## src/sv/bitmap_block_allocator_macros.svh

```systemverilog
// Assertion helpers for the bitmap allocator.
`ifndef BITMAP_BLOCK_ALLOCATOR_MACROS_SVH
`define BITMAP_BLOCK_ALLOCATOR_MACROS_SVH

`ifndef SYNTHESIS

`define BBA_ASSERT_IMPL(lbl, ante, cons) \
  lbl: assert property (@(posedge clk_i) disable iff (!rst_ni) (ante) |-> (cons)) \
    else $error("bitmap allocator check failed");

`define BBA_ASSERT_NEXT(lbl, ante, cons) \
  lbl: assert property (@(posedge clk_i) disable iff (!rst_ni) (ante) |=> (cons)) \
    else $error("bitmap allocator check failed");

`else

`define BBA_ASSERT_IMPL(lbl, ante, cons)
`define BBA_ASSERT_NEXT(lbl, ante, cons)

`endif

`endif

```

## src/sv/bba_pkg.sv

```systemverilog
package bba_pkg;

  localparam int MAP_BITS  = 256;
  localparam int MAP_COUNT = 2;

  localparam int WORD_BITS = 64;
  localparam int WORD_SH   = $clog2(WORD_BITS);
  localparam int MAP_WORDS = (MAP_BITS + WORD_BITS - 1) / WORD_BITS;
  localparam int WIDX_W    = (MAP_WORDS > 1) ? $clog2(MAP_WORDS) : 1;
  localparam int ENTRIES   = MAP_COUNT * MAP_WORDS;
  localparam int ADDR_W    = (ENTRIES > 1) ? $clog2(ENTRIES) : 1;

  localparam int OP_W     = 2;
  localparam int MAP_W    = 1;
  localparam int IDX_W    = 8;
  localparam int LIM_W    = 9;
  localparam int STATUS_W = 3;
  localparam int POS_W    = 8;

  typedef logic [WORD_BITS-1:0] word_t;

  typedef enum logic [OP_W-1:0] {
    OP_FIND  = 2'd0,
    OP_ALLOC = 2'd1,
    OP_FREE  = 2'd2,
    OP_NOP   = 2'd3
  } op_e;

  typedef enum logic [STATUS_W-1:0] {
    ST_OK            = 3'd0,
    ST_NONE_FREE     = 3'd1,
    ST_ALREADY_SET   = 3'd2,
    ST_ALREADY_CLEAR = 3'd3,
    ST_RANGE         = 3'd4
  } status_e;

  // index of the lowest set bit
  function automatic logic [WORD_SH-1:0] lowest_set(input word_t v);
    logic [WORD_SH-1:0] r;
    r = '0;
    for (int i = WORD_BITS - 1; i >= 0; i--) begin
      if (v[i]) begin
        r = WORD_SH'(i);
      end
    end
    return r;
  endfunction

endpackage

```

## src/sv/bitmap_block_allocator.sv

```systemverilog
// Channel  Dir  tdata                                   tuser
// s_axis   in   [7:0] bit_index, [16:8] search_limit    [1:0] opcode, [2] map_select
// m_axis   out  [7:0] position                          [2:0] status
//
// Bitmaps sit in a word memory of 64-bit entries with a registered read port.
// Alloc and free step through accept, read, check and write back, and result; find
// reads, then checks one 64-bit word per step up to the limit. Nop, range errors
// and a zero-limit find go from accept to result. Reset clears per-word valid bits
// at once, so every bitmap reads as free. A stalled m_axis holds the result
// register; the next item is still taken and waits at its result step.
`include "bitmap_block_allocator_macros.svh"

module bitmap_block_allocator (
  input  logic        clk_i,
  input  logic        rst_ni,
  input  logic        s_axis_tvalid_i,
  output logic        s_axis_tready_o,
  input  logic [23:0] s_axis_tdata_i,   // [7:0] bit_index, [16:8] search_limit
  input  logic [2:0]  s_axis_tuser_i,   // [1:0] opcode, [2] map_select
  output logic        m_axis_tvalid_o,
  input  logic        m_axis_tready_i,
  output logic [7:0]  m_axis_tdata_o,   // [7:0] position
  output logic [2:0]  m_axis_tuser_o    // [2:0] status
);

  typedef enum logic [3:0] {
    S_IDLE = 4'b0001,
    S_RD   = 4'b0010,
    S_EV   = 4'b0100,
    S_RESP = 4'b1000
  } state_e;

  state_e state_q, state_d;

  bba_pkg::op_e                   op_q, op_d;
  logic [bba_pkg::MAP_W-1:0]      map_q, map_d;
  logic [bba_pkg::IDX_W-1:0]      idx_q, idx_d;
  logic [bba_pkg::LIM_W-1:0]      lim_q, lim_d;
  logic [bba_pkg::WIDX_W-1:0]     last_q, last_d;
  logic [bba_pkg::WIDX_W-1:0]     w_q, w_d;
  bba_pkg::status_e               res_st_q, res_st_d;
  logic [bba_pkg::POS_W-1:0]      res_pos_q, res_pos_d;

  logic                           out_valid_q, out_valid_d;
  bba_pkg::status_e               out_st_q, out_st_d;
  logic [bba_pkg::POS_W-1:0]      out_pos_q, out_pos_d;

  bba_pkg::word_t                 mem_q [bba_pkg::ENTRIES];
  logic [bba_pkg::ENTRIES-1:0]    valid_q, valid_d;
  bba_pkg::word_t                 rdata_q;
  logic                           rvalid_q;

  logic [bba_pkg::ADDR_W-1:0]     rd_addr, cur_addr;
  logic                           mem_we;
  bba_pkg::word_t                 mem_wdata;

  bba_pkg::op_e                   in_op;
  logic [bba_pkg::MAP_W-1:0]      in_map;
  logic [bba_pkg::IDX_W-1:0]      in_idx;
  logic [bba_pkg::LIM_W-1:0]      in_lim, in_lim_sat;
  logic                           map_bad, idx_bad;

  bba_pkg::word_t                 word_eff, lim_mask, free_bits, bit_mask;
  logic [bba_pkg::WORD_SH-1:0]    lsb_pos;
  logic [15:0]                    pos_full;

  assign in_op  = bba_pkg::op_e'(s_axis_tuser_i[1:0]);
  assign in_map = s_axis_tuser_i[2];
  assign in_idx = s_axis_tdata_i[7:0];
  assign in_lim = s_axis_tdata_i[16:8];

  assign in_lim_sat = (32'(in_lim) > bba_pkg::MAP_BITS) ?
                      bba_pkg::LIM_W'(bba_pkg::MAP_BITS) : in_lim;
  assign map_bad = 32'(in_map) >= bba_pkg::MAP_COUNT;
  assign idx_bad = 32'(in_idx) >= bba_pkg::MAP_BITS;

  assign cur_addr = bba_pkg::ADDR_W'(32'(map_q) * bba_pkg::MAP_WORDS + 32'(w_q));

  assign word_eff = rvalid_q ? rdata_q : '0;
  assign lim_mask = (w_q == last_q && lim_q[bba_pkg::WORD_SH-1:0] != '0) ?
                    ((bba_pkg::word_t'(1) << lim_q[bba_pkg::WORD_SH-1:0]) -
                     bba_pkg::word_t'(1)) : '1;
  assign free_bits = ~word_eff & lim_mask;
  assign lsb_pos   = bba_pkg::lowest_set(free_bits);
  assign pos_full  = (16'(w_q) << bba_pkg::WORD_SH) | 16'(lsb_pos);
  assign bit_mask  = bba_pkg::word_t'(1) << idx_q[bba_pkg::WORD_SH-1:0];

  assign s_axis_tready_o = (state_q == S_IDLE);
  assign m_axis_tvalid_o = out_valid_q;
  assign m_axis_tdata_o  = out_pos_q;
  assign m_axis_tuser_o  = out_st_q;

  always_comb begin
    state_d     = state_q;
    op_d        = op_q;
    map_d       = map_q;
    idx_d       = idx_q;
    lim_d       = lim_q;
    last_d      = last_q;
    w_d         = w_q;
    res_st_d    = res_st_q;
    res_pos_d   = res_pos_q;
    out_valid_d = out_valid_q;
    out_st_d    = out_st_q;
    out_pos_d   = out_pos_q;
    valid_d     = valid_q;
    mem_we      = 1'b0;
    mem_wdata   = word_eff;
    rd_addr     = cur_addr;

    if (m_axis_tready_i) begin
      out_valid_d = 1'b0;
    end

    case (state_q)
      S_IDLE: begin
        if (s_axis_tvalid_i) begin
          op_d      = in_op;
          map_d     = in_map;
          idx_d     = in_idx;
          lim_d     = in_lim_sat;
          last_d    = bba_pkg::WIDX_W'((in_lim_sat - bba_pkg::LIM_W'(1)) >> bba_pkg::WORD_SH);
          w_d       = (in_op == bba_pkg::OP_FIND) ? '0 :
                      bba_pkg::WIDX_W'(in_idx >> bba_pkg::WORD_SH);
          res_st_d  = bba_pkg::ST_OK;
          res_pos_d = '0;
          if (in_op == bba_pkg::OP_NOP) begin
            state_d = S_RESP;
          end else if (map_bad) begin
            res_st_d = bba_pkg::ST_RANGE;
            state_d  = S_RESP;
          end else if (in_op == bba_pkg::OP_FIND) begin
            if (in_lim_sat == '0) begin
              res_st_d = bba_pkg::ST_NONE_FREE;
              state_d  = S_RESP;
            end else begin
              state_d = S_RD;
            end
          end else if (idx_bad) begin
            res_st_d = bba_pkg::ST_RANGE;
            state_d  = S_RESP;
          end else begin
            state_d = S_RD;
          end
        end
      end
      S_RD: begin
        state_d = S_EV;
      end
      S_EV: begin
        // prefetch the following word for a find that keeps scanning
        rd_addr = bba_pkg::ADDR_W'(32'(map_q) * bba_pkg::MAP_WORDS +
                                   32'(w_q + bba_pkg::WIDX_W'(1)));
        case (op_q)
          bba_pkg::OP_FIND: begin
            if (free_bits != '0) begin
              res_st_d  = bba_pkg::ST_OK;
              res_pos_d = pos_full[bba_pkg::POS_W-1:0];
              state_d   = S_RESP;
            end else if (w_q == last_q) begin
              res_st_d = bba_pkg::ST_NONE_FREE;
              state_d  = S_RESP;
            end else begin
              w_d = w_q + bba_pkg::WIDX_W'(1);
            end
          end
          bba_pkg::OP_ALLOC: begin
            if ((word_eff & bit_mask) != '0) begin
              res_st_d = bba_pkg::ST_ALREADY_SET;
            end else begin
              mem_we            = 1'b1;
              mem_wdata         = word_eff | bit_mask;
              valid_d[cur_addr] = 1'b1;
            end
            state_d = S_RESP;
          end
          bba_pkg::OP_FREE: begin
            if ((word_eff & bit_mask) == '0) begin
              res_st_d = bba_pkg::ST_ALREADY_CLEAR;
            end else begin
              mem_we            = 1'b1;
              mem_wdata         = word_eff & ~bit_mask;
              valid_d[cur_addr] = 1'b1;
            end
            state_d = S_RESP;
          end
          default: begin
            state_d = S_RESP;
          end
        endcase
      end
      S_RESP: begin
        if (!out_valid_q || m_axis_tready_i) begin
          out_valid_d = 1'b1;
          out_st_d    = res_st_q;
          out_pos_d   = res_pos_q;
          state_d     = S_IDLE;
        end
      end
      default: begin
        state_d = S_IDLE;
      end
    endcase
  end

  always_ff @(posedge clk_i or negedge rst_ni) begin
    if (!rst_ni) begin
      state_q     <= S_IDLE;
      out_valid_q <= 1'b0;
      valid_q     <= '0;
    end else begin
      state_q     <= state_d;
      out_valid_q <= out_valid_d;
      valid_q     <= valid_d;
    end
  end

  always_ff @(posedge clk_i) begin
    op_q      <= op_d;
    map_q     <= map_d;
    idx_q     <= idx_d;
    lim_q     <= lim_d;
    last_q    <= last_d;
    w_q       <= w_d;
    res_st_q  <= res_st_d;
    res_pos_q <= res_pos_d;
    out_st_q  <= out_st_d;
    out_pos_q <= out_pos_d;
  end

  always_ff @(posedge clk_i) begin
    if (mem_we) begin
      mem_q[cur_addr] <= mem_wdata;
    end
    rdata_q  <= mem_q[rd_addr];
    rvalid_q <= valid_q[rd_addr];
  end

  `BBA_ASSERT_NEXT(a_one_item, s_axis_tvalid_i && s_axis_tready_o, !s_axis_tready_o)
  `BBA_ASSERT_IMPL(a_write_in_eval, mem_we, state_q == S_EV && op_q != bba_pkg::OP_FIND)
  `BBA_ASSERT_NEXT(a_result_loaded,
                   state_q == S_RESP && (!out_valid_q || m_axis_tready_i), m_axis_tvalid_o)
  `BBA_ASSERT_IMPL(a_scan_bound, state_q == S_EV && op_q == bba_pkg::OP_FIND, w_q <= last_q)

endmodule

```

## config.mk

```make
export PLATFORM = sky130hd
export DESIGN_NAME = bitmap_block_allocator
export DESIGN_NICKNAME = d
export VERILOG_FILES = /design/src/sv/bba_pkg.sv /design/src/sv/bitmap_block_allocator.sv
export VERILOG_INCLUDE_DIRS = /design/src /design/src/sv
export SDC_FILE = /design/constraint.sdc
export NUM_CORES = 1
export LEC_CHECK = 0
export BUFFER_PORTS_ARGS = -buffer_cell sky130_fd_sc_hd__buf_4
export CORE_ASPECT_RATIO = 1.1
export CORE_MARGIN = 10
export CORE_UTILIZATION = 50
export DETAILED_ROUTE_END_ITERATION = 8
export GPL_TIMING_DRIVEN = 1
export PLACE_DENSITY = 0.66
export SLEW_MARGIN = 25
export SYNTH_ARGS = -nofsm -noshare
export SYNTH_HDL_FRONTEND = slang
export SYNTH_SLANG_ARGS = --single-unit
```

## constraint.sdc

```tcl
create_clock -name clk_i -period 5.3 [get_ports clk_i]
set_clock_uncertainty 0.05 [all_clocks]
set_input_delay 0.265 -clock clk_i [delete_from_list [all_inputs] [get_ports clk_i]]
set_output_delay 0.265 -clock clk_i [all_outputs]
set_load 0.02 [all_outputs]
```

Yosys cells after proc, flatten, opt, wreduce, memory -nomap -nowiden
Memories as Yosys holds them, arrays and structs flattened. A register that Yosys moved wholly into a read port is not among the register bits.
Index checks and enable logic that the tools add are counted.
{ "op_classes": {"shifts": 2, "n_eq_ne": 20, "bitwise_logic": 8, "n_mux": 117, "add_sub_neg": 6, "magnitude_cmp": 4, "n_reduce_logical": 20} }
{ "ops": {"columns": ["operator", "n"], "rows": [
  ["$mux W6", 64],
  ["$mux W64", 5],
  ["$and A64 B64 Y64", 3],
  ["$not A64 Y64", 2],
  ["$pmux W64 S2", 1],
  ["$reduce_bool A64 Y1", 2],
  ["$shl A1 B6 Y64 const A", 2],
  ["$logic_not A64 Y1", 1],
  ["$or A64 B64 Y64", 1],
  ["$sub A64 B1 Y64 const B", 1],
  ["$mux W8", 5],
  ["$mux W4", 8],
  ["$pmux W8 S2", 2],
  ["$mux W3", 8],
  ["$pmux W4 S4", 1],
  ["$ne A2 B2 Y1 const B", 7],
  ["$mux W1", 11],
  ["$mux W2", 5],
  ["$gt A9 B9 Y1 const B", 1],
  ["$logic_not A9 Y1", 1],
  ["$mux W9", 1],
  ["$pmux W3 S3", 1],
  ["$lt A3 B4 Y1 const B", 2],
  ["$or A8 B6 Y8", 1],
  ["34 further kinds", 41]
]} }
{ "word_totals": {"ff_bits": 55, "ramBits": 512, "mem_count": 1, "inputBits": 31} }
{ "memory_table": {"columns": ["memory", "words", "width", "rd", "rd_clocked_by_memory_dff", "wr", "line", "text"], "rows": [
  ["mem_q", 8, 64, 1, 1, 1, "bitmap_block_allocator.sv:48", "bba_pkg::word_t mem_q [bba_pkg::ENTRIES];"]
]} }

Depth between registers and ports, before layout
Gate-level depths: netlist of the first run.
{ "depth": {"depth_word": 72, "ltp_mapped": 19, "ltp_nobuf": 13} }

Worst setup path before layout of the first run
Ideal clock, no wire load.
{ "synth_path": {"path_type": "register to register", "start": "reg idx_q[2] (netlist bit)", "end": "mem mem_q[3][0] (netlist bit), enable pin", "path_stages_with_launch": 11, "synth_period_minus_slack_ps": 4520, "required_ps": 4821, "t_arrival_ps": 4041, "setup_slack_ps": 780, "cell_sequence": "edfxtp_1 > clkbuf_1 > nor4b_1 > a22oi_1 > o21ai_0 > nand2_1 > a211oi_1 > nor3_1 > mux2i_1 > nor2b_1 > and3_1"} }
{ "synth_via": {"elab_chain_len": 8, "elab_cells_between_ends": 10} }
{ "synth_rtl": {"columns": ["item", "line", "text"], "rows": [
  ["start: declaration", "bitmap_block_allocator.sv:37", "logic [bba_pkg::IDX_W-1:0] idx_q, idx_d;"],
  ["start signal: assignment", "bitmap_block_allocator.sv:221", "idx_q <= idx_d;"],
  ["$shl A1 B6 Y64 *", "bitmap_block_allocator.sv:86", "assign bit_mask = bba_pkg::word_t'(1) << idx_q[bba_pkg::WORD_SH-1:0];"],
  ["$and A64 B64 Y64 *", "bitmap_block_allocator.sv:168, bitmap_block_allocator.sv:178", null],
  ["$logic_not A64 Y1 / $reduce_bool A64 Y1 (equally long branches)", "bitmap_block_allocator.sv:178, bitmap_block_allocator.sv:168", null],
  ["$mux W1 (on tied branches)", "bitmap_block_allocator.sv:178, bitmap_block_allocator.sv:168", null],
  ["$pmux W1 S2 *", "bitmap_block_allocator.sv:154", "case (op_q)"],
  ["$mux W1 *", "bitmap_block_allocator.sv:115", "case (state_q)"],
  ["$mux W1 *", "bitmap_block_allocator.sv:232", "if (mem_we) begin"],
  ["$mux W1 (implied by the code) *", "bitmap_block_allocator.sv:233", "mem_q[cur_addr] <= mem_wdata;"],
  ["end: declaration", "bitmap_block_allocator.sv:48", null]
]} }
Every way passes the cells marked *; elsewhere a longest branch is shown, timed or not.

Worst setup path in the final report of the first run
{ "layout_path": {"start": "reg idx_q[3] (netlist bit)", "end": "mem mem_q[0][23] (netlist bit), enable pin"} }
The elaborated chain is that of the path after synthesis.

==> impl_metrics.py, run 1 <==
metrics = {
    "sta": {
        "drv_slew": 0,
        "hold_viol_final": 0,
        "rsz0062_at_grt": "no",
        "fin_ws_ns": 0.443,
        "tightest_slew_ns": 1.02,
        "setup_tns_ns": 0,
        "period_share_pct": 91.6,
        "setup_viol": 0,
        "clock.fmax_mhz": 206,
        "maxSlewHeadroom_pct": 31.6,
        "finalCriticalPeriod_ns": 4.86,
    },
    "floorplan": {
        "initial_core_util_pct": 50.3,
        "dieArea_um2": 66200,
        "dieWidth_um": 246,
        "core_area_um2": 55900,
        "io_pins": 44,
        "num_rows": 91,
        "die_h_um": 269,
    },
    "cells_and_area": {
        "layout.nets": 2066,
        "final_common_cell": "edfxtp_1",
        "fill_cells": 4333,
        "antenna_cells": 0,
        "layout-drive-gt1-share_pct": 23.5,
        "multi_input_area_um2": 9440,
        "final-seq-area_um2": 18200,
        "fin_area_um2": 32300,
        "final_cell_mix": "edfxtp_1, nand2_1, mux4_2",
        "area_delta_synth_final_pct": 14.7,
    },
    "yosys": {
        "netlist-cell-type-count": 93,
        "ys.flop_type": "edfxtp_1",
        "synth_area_um2": 28100,
        "synthArstFlopShare_pct": 2.07,
        "ys_ff_latch": 629,
        "ys_seq_area_share_pct": 64.6,
        "synth_edf_count": 551,
        "ys_warn_count": 0,
        "synth_nets": 1959,
        "avgSynthCellArea_um2": 14.6,
        "synthCells": 1923,
    },
    "worst_setup_path": {
        "worstReg2RegEnd": "mem_q[0][23]$_DFFE_PP_",
        "crit_arrival_ns": 5.12,
        "end_kind": "flop",
        "rrSetupSlack_ns": 0.44,
        "rr_worst_depth": 10,
        "worstSetupPathType": "reg -> reg",
        "crit_path_max_fanout": 28,
        "crit_end": "mem_q[0][23]$_DFFE_PP_",
        "reg2reg_from": "idx_q[3]$_DFFE_PP_",
        "crit_path_start_kind": "flop",
        "crit_required_ns": 5.56,
        "crit_path_start": "idx_q[3]$_DFFE_PP_",
    },
    "detailed_routing": {
        "wl_per_cell_um": 29.9,
        "drcViolationCount": 0,
        "vias": 18200,
        "final_antenna_net_count": 0,
        "via_per_inst": 6.45,
        "drt_first_iter_violations": 2001,
        "drt-total-wl_mm": 84.4,
        "firstDrtPassIters": 6,
    },
    "job": {
        "drv_cap": 0,
    },
    "placement": {
        "port_buffers": 35,
        "dp_slack_ns": 0.530,
        "place_area_um2": 30000,
        "dpl.hpwl_mm": 58.3,
        "place_congestion": 1.04,
    },
    "clocking": {
        "cts-root-buf": "clkbuf_16",
        "clk-insertion-delay-late_ns": 0.63,
        "clk_pin_slew_ns": 0.06,
        "clock-sinks": 629,
        "cts_buffers": 60,
        "clk_path_buf_depth": 3,
        "cts_tree": "yes",
        "cts-htree-levels": 2,
    },
    "global_routing": {
        "grt_pass1_vias": 18200,
        "grtUsageTotal_pct": 25.6,
        "overflow": 0,
        "grt_first_pass_wirelength_mm": 124,
        "grt_max_degree": 74,
        "antenna_found_initial": 3,
    },
    "run_status": {
        "run_status": "finished, final reports clean",
    },
    "power_and_ir_drop": {
        "ir_worst_vdd_uv": 295,
        "p_leak_nw": 9.45,
        "power_density_nw_per_um2": 387,
        "finalPower_w": 0.0125,
    },
    "worst_hold_path": {
        "hp-class": "in -> async",
    },
}
==> metal layers <==
metal / routed length (um) / up-vias / track usage, %
met5: 29 / - / 0
met4: 4330 / 4 / 12.1
met3: 6350 / 213 / 4.54
met2: 38600 / 831 / 39.3
met1: 35100 / 9289 / 35.1
li1: - / 7866 / -
==> synth_stat cells (all sizes together) (8+ instances only) <==
cell type  count  area (um^2)
o31ai         10         75.1
a211oi        10         80.1
nand3         51          255
o211ai        15          113
dfxtp         65         1300
mux2i         10          100
mux4         130         2930
nor2b         18          113
nor3          23          115
a22oi         13         97.6
nand2        185          694
a31oi         15         93.8
o22ai         30          194
nor2          51          196
and2          24          150
a21o          12         90.1
clkbuf        72          270
a21boi        11         82.6
a221oi        13          114
edfxtp       551        16500
xnor2         10         87.6
mux2          68          766
and3          19          119
o21bai        16          124
nand2b        13         81.3
a21oi         79          395
or2            9         56.3
o21a          10         75.1
o21ai        143          719
dfrtp         12          300
nand4         11         68.8
or3            8         50.1
buf           58          280
inv           16         60.1
a22o           9         78.8
==> critical path, stage by stage, from the launching register on <==
cell and delay, ns:
edfxtp_1 0.75, nor2b_1 0.33, and2_1 0.21, a221o_1 0.37, o21ai_0 0.36, a211oi_1 0.19
nor3_1 0.73, mux2i_1 0.52, nor2b_1 0.32, and2_4 0.40, buf_12 0.26
==> what timing repair did <==
item | in CTS | in global routing
gates resized for setup | 0 | 0
buffers inserted | 0 | 0
setup endpoints to repair | 0 | 0
hold buffers | 25 | 0
endpoints found under the hold margin | 36 | 0
==> worst min-delay path by stage <==
| stage | cells after the start | startpoint | endpoint |
|---|---|---|---|
| floorplan | 0 | rst_ni | m_axis_tvalid_o$_DFF_PN0_ |
| global placement | 1 | rst_ni | m_axis_tvalid_o$_DFF_PN0_ |
| detailed placement | 1 | rst_ni | m_axis_tvalid_o$_DFF_PN0_ |
| CTS | 2 | rst_ni | state_q[0]$_DFFE_PN1P_ |
| global route | 2 | rst_ni | state_q[0]$_DFFE_PN1P_ |
| finish | 2 | rst_ni | state_q[0]$_DFFE_PN1P_ |
==> sequential cells by signal, indices dropped and copies added (netlist names) <==
name and count:
rdata_q 64, op_q 2, res_pos_q 8, rvalid_q 1, last_q 2, map_q 1
state_q 4, m_axis_tvalid_o 1, m_axis_tdata_o 8, valid_q 8, mem_q 512, res_st_q 2
w_q 2, m_axis_tuser_o 2, lim_q 6, idx_q 6
==> per-stage QoR <==
stage	utilization (%)	hold slack, ns	instances
after detailed placement	53.6	0.0666	2686
final	57.7	0.0790	2824
after global routing	57.7	0.0827	2824
after floorplan	-	-0.0806	1923
after global placement	53.6	0.0618	2686
after CTS	57.7	0.0572	2823
==> final cells by class <==
class	count	area share (%)
multi-input combinational	1144	29.2
tap	744	2.88
inverter	20	0.233
timing repair buffer	175	5.06
clock inverter	31	1.17
sequential	629	56.3
clock buffer	81	5.08
==> where the power goes <==
group,leakage [nW],internal (W),switching [W]
clock network,0.988,0.00256,0.00178
registers,4.94,0.00551,0.000228
logic,3.52,0.000911,0.00152
==> logic make-up after synthesis <==
| kind of cell | share of synthesized area (%) |
|---|---|
| mux | 13.5 |
| flops | 64.6 |
| xor+xnor | 0.498 |
| compound gates | 10.3 |
| buf+inv | 2.22 |
| fa+ha+maj | 0.222 |
| other cells | 0.0133 |
| simple gates | 8.74 |
(Power assumes the default switching activity.)
==> inputs of run 2 (changes only) <==
--- a/config.mk
+++ b/config.mk
@@ -7,7 +7,6 @@
 export NUM_CORES = 1
 export LEC_CHECK = 0
 export BUFFER_PORTS_ARGS = -buffer_cell sky130_fd_sc_hd__buf_4
-export CORE_ASPECT_RATIO = 1.1
 export CORE_MARGIN = 10
 export CORE_UTILIZATION = 50
 export DETAILED_ROUTE_END_ITERATION = 8
==> impl_metrics.py, run 2 (same netlist as run 1, synthesis figures left out) <==
metrics = {
    "cells_and_area": {
        "final_common_cell": "edfxtp_1",
        "layout-drive-gt1-share_pct": 24.7,
        "area_delta_synth_final_pct": 16.0,
        "fill_cells": 4258,
        "layout.nets": 2102,
        "final-seq-area_um2": 18200,
        "largest_register_ff_count": 512,
        "largest_register": "mem_q",
        "final_cell_mix": "edfxtp_1, nand2_1, buf_4",
        "multi_input_area_um2": 9440,
        "reg_top3": "mem_q: 512 flops, rdata_q: 64 flops",
        "utilization_pct": 58.9,
    },
    "clocking": {
        "ctsResizeCount": 0,
        "post_cts_buffers": 0,
        "clock-sinks": 629,
        "cts-htree-levels": 2,
        "cts_tree": "yes",
        "cts-root-buf": "clkbuf_16",
        "clk_pin_slew_ns": 0.07,
        "holdBufCountCts": 26,
        "clk-insertion-delay-late_ns": 0.63,
        "clk_path_buf_depth": 3,
        "cts_buffers": 61,
    },
    "power_and_ir_drop": {
        "internal_power_w": 0.00895,
        "power_density_nw_per_um2": 382,
        "ir_worst_vdd_uv": 563,
        "power_frac_comb_pct": 19.0,
        "power.share.clock_pct": 34.9,
        "switching_share_pct": 28.3,
        "seq_power_share_pct": 46.1,
        "power_switching_w": 0.00353,
        "p_leak_nw": 9.66,
    },
    "sta": {
        "maxSlewHeadroom_pct": 30.6,
        "drv_slew": 0,
        "rsz0062_at_grt": "no",
        "clock.fmax_mhz": 217,
        "finalCriticalPeriod_ns": 4.61,
        "fin_ws_ns": 0.690,
        "setup_tns_ns": 0,
        "hold_viol_final": 0,
        "tightest_slew_ns": 1.04,
        "period_share_pct": 87.0,
        "setup_viol": 0,
    },
    "detailed_routing": {
        "vias": 18400,
        "drt-total-wl_mm": 83.5,
        "firstDrtPassIters": 6,
        "final_antenna_net_count": 0,
        "wl_per_cell_um": 29.1,
        "drcViolationCount": 0,
        "via_per_inst": 6.41,
        "drt_first_iter_violations": 2169,
    },
    "floorplan": {
        "dieWidth_um": 257,
        "num_rows": 86,
        "core_area_um2": 55400,
        "dieArea_um2": 66200,
        "initial_core_util_pct": 50.8,
        "io_pins": 44,
        "die_h_um": 257,
    },
    "worst_setup_path": {
        "worstSetupPathType": "reg -> reg",
        "critPathMaxStageDelay_ns": 0.61,
        "crit_path_max_fanout": 19,
        "cpMaxStageDelayCell": "or4_1",
        "path_buf_inv": 0,
        "cpMostUsedCell": "nor2_1",
        "crit_family": "simple AND/OR/NAND/NOR gates",
        "crit_required_ns": 5.57,
        "crit_path_start_kind": "flop",
        "crit_chain": "or4_1, nor2_2, nand2_1, ha_1, or4b_2, nand3_1, a222oi_1, a21boi_0, or4bb_1, nor4_4, nor2_1, nor2_1",
        "crit_arrival_ns": 4.88,
        "end_kind": "flop",
    },
    "placement": {
        "place_congestion": 0.998,
        "port_buffers": 35,
        "dp_slack_ns": 0.779,
        "dpl.hpwl_mm": 57.6,
    },
    "global_routing": {
        "overflow": 0,
        "grtUsageTotal_pct": 25.1,
        "grt_pass1_vias": 18200,
        "grt_max_degree": 82,
        "grt_first_pass_wirelength_mm": 123,
        "antenna_found_initial": 1,
    },
    "job": {
        "drv_cap": 0,
    },
    "run_status": {
        "run_status": "finished, final reports clean",
    },
    "worst_hold_path": {
        "hp-class": "in -> async",
    },
}
-- run 2: cell count changes in the layout (fill, tap and decap cells not counted), sizes merged --
| cell | before | now |
|---|---|---|
| buf | 150 | 184 |
| clkbuf | 81 | 87 |
| clkinv | 23 | 19 |
| clkinvlp | 2 | 5 |
| bufinv | 8 | 6 |
| diode | 0 | 1 |
| dlygate4sd3 | 25 | 26 |
-- run 2: layout make-up --
type                       count  area share, %
antenna                        1        0.00766
inverter                      20          0.230
timing repair buffer         210           6.02
multi-input combinational   1144           28.9
clock buffer                  87           5.25
sequential                   629           55.7
tap                          748           2.87
clock inverter                28           1.05
-- run 2: power by group through the flow --
stage	Sequential [W]	Clock (W)	Combinational (W)
3_5_place_dp	0.00584	0	0.00233
5_1_grt	0.00576	0.00462	0.00254
4_1_cts	0.00574	0.00444	0.00236
3_3_place_gp	0.00584	0	0.00233
2_1_floorplan	0.00568	0	0.00168
6_report	0.00575	0.00436	0.00237
-- run 2: final timing paths --
kind | from | endpoint | slack [ns] | cells after the start
worst max-delay path | lim_q[3]$_DFFE_PP_ | w_q[1]$_DFFE_PP_ | 0.69 | 12
worst min-delay path | rst_ni | state_q[0]$_DFFE_PN1P_ | 0.07 | 2
worst max register to register | lim_q[3]$_DFFE_PP_ | w_q[1]$_DFFE_PP_ | 0.69 | 12
worst min register to register | res_st_q[0]$_DFFE_PP_ | m_axis_tuser_o[0]$_DFFE_PP_ | 0.38 | 0
max in group asynchronous | rst_ni | valid_q[2]$_DFFE_PN0P_ | 4.16 | 3
min in group clk_i | s_axis_tuser_i[2] | map_q$_DFFE_PP_ | 0.30 | 2
-- run 2: metrics by stage --
step                      hold WS (ns)  instance area [um^2]  cells  total power, W
after floorplan                -0.0806                 28100   1923         0.00736
after global placement          0.0630                 30300   2725         0.00817
after detailed placement        0.0676                 30300   2725         0.00817
after CTS                       0.0554                 32700   2866          0.0125
after global routing            0.0691                 32700   2866          0.0129
final                           0.0688                 32700   2867          0.0125
-- run 2: layer usage --
layer | up-vias | global-route usage [%] | wire (um)
li1 | 7939 | - | -
met1 | 9419 | 34.9 | 35000
met2 | 807 | 38.7 | 38300
met3 | 211 | 4.09 | 6390
met4 | 0 | 10.6 | 3800
met5 | - | 0 | 0
-- run 2: worst reg2reg max path, stage by stage (launching register included) --
cell	delay, ns
edfxtp_1	0.41
or4_1	0.61
nor2_2	0.17
nand2_1	0.07
ha_1	0.42
or4b_2	0.35
nand3_1	0.12
a222oi_1	0.48
a21boi_0	0.44
or4bb_1	0.61
nor4_4	0.28
nor2_1	0.10
nor2_1	0.19
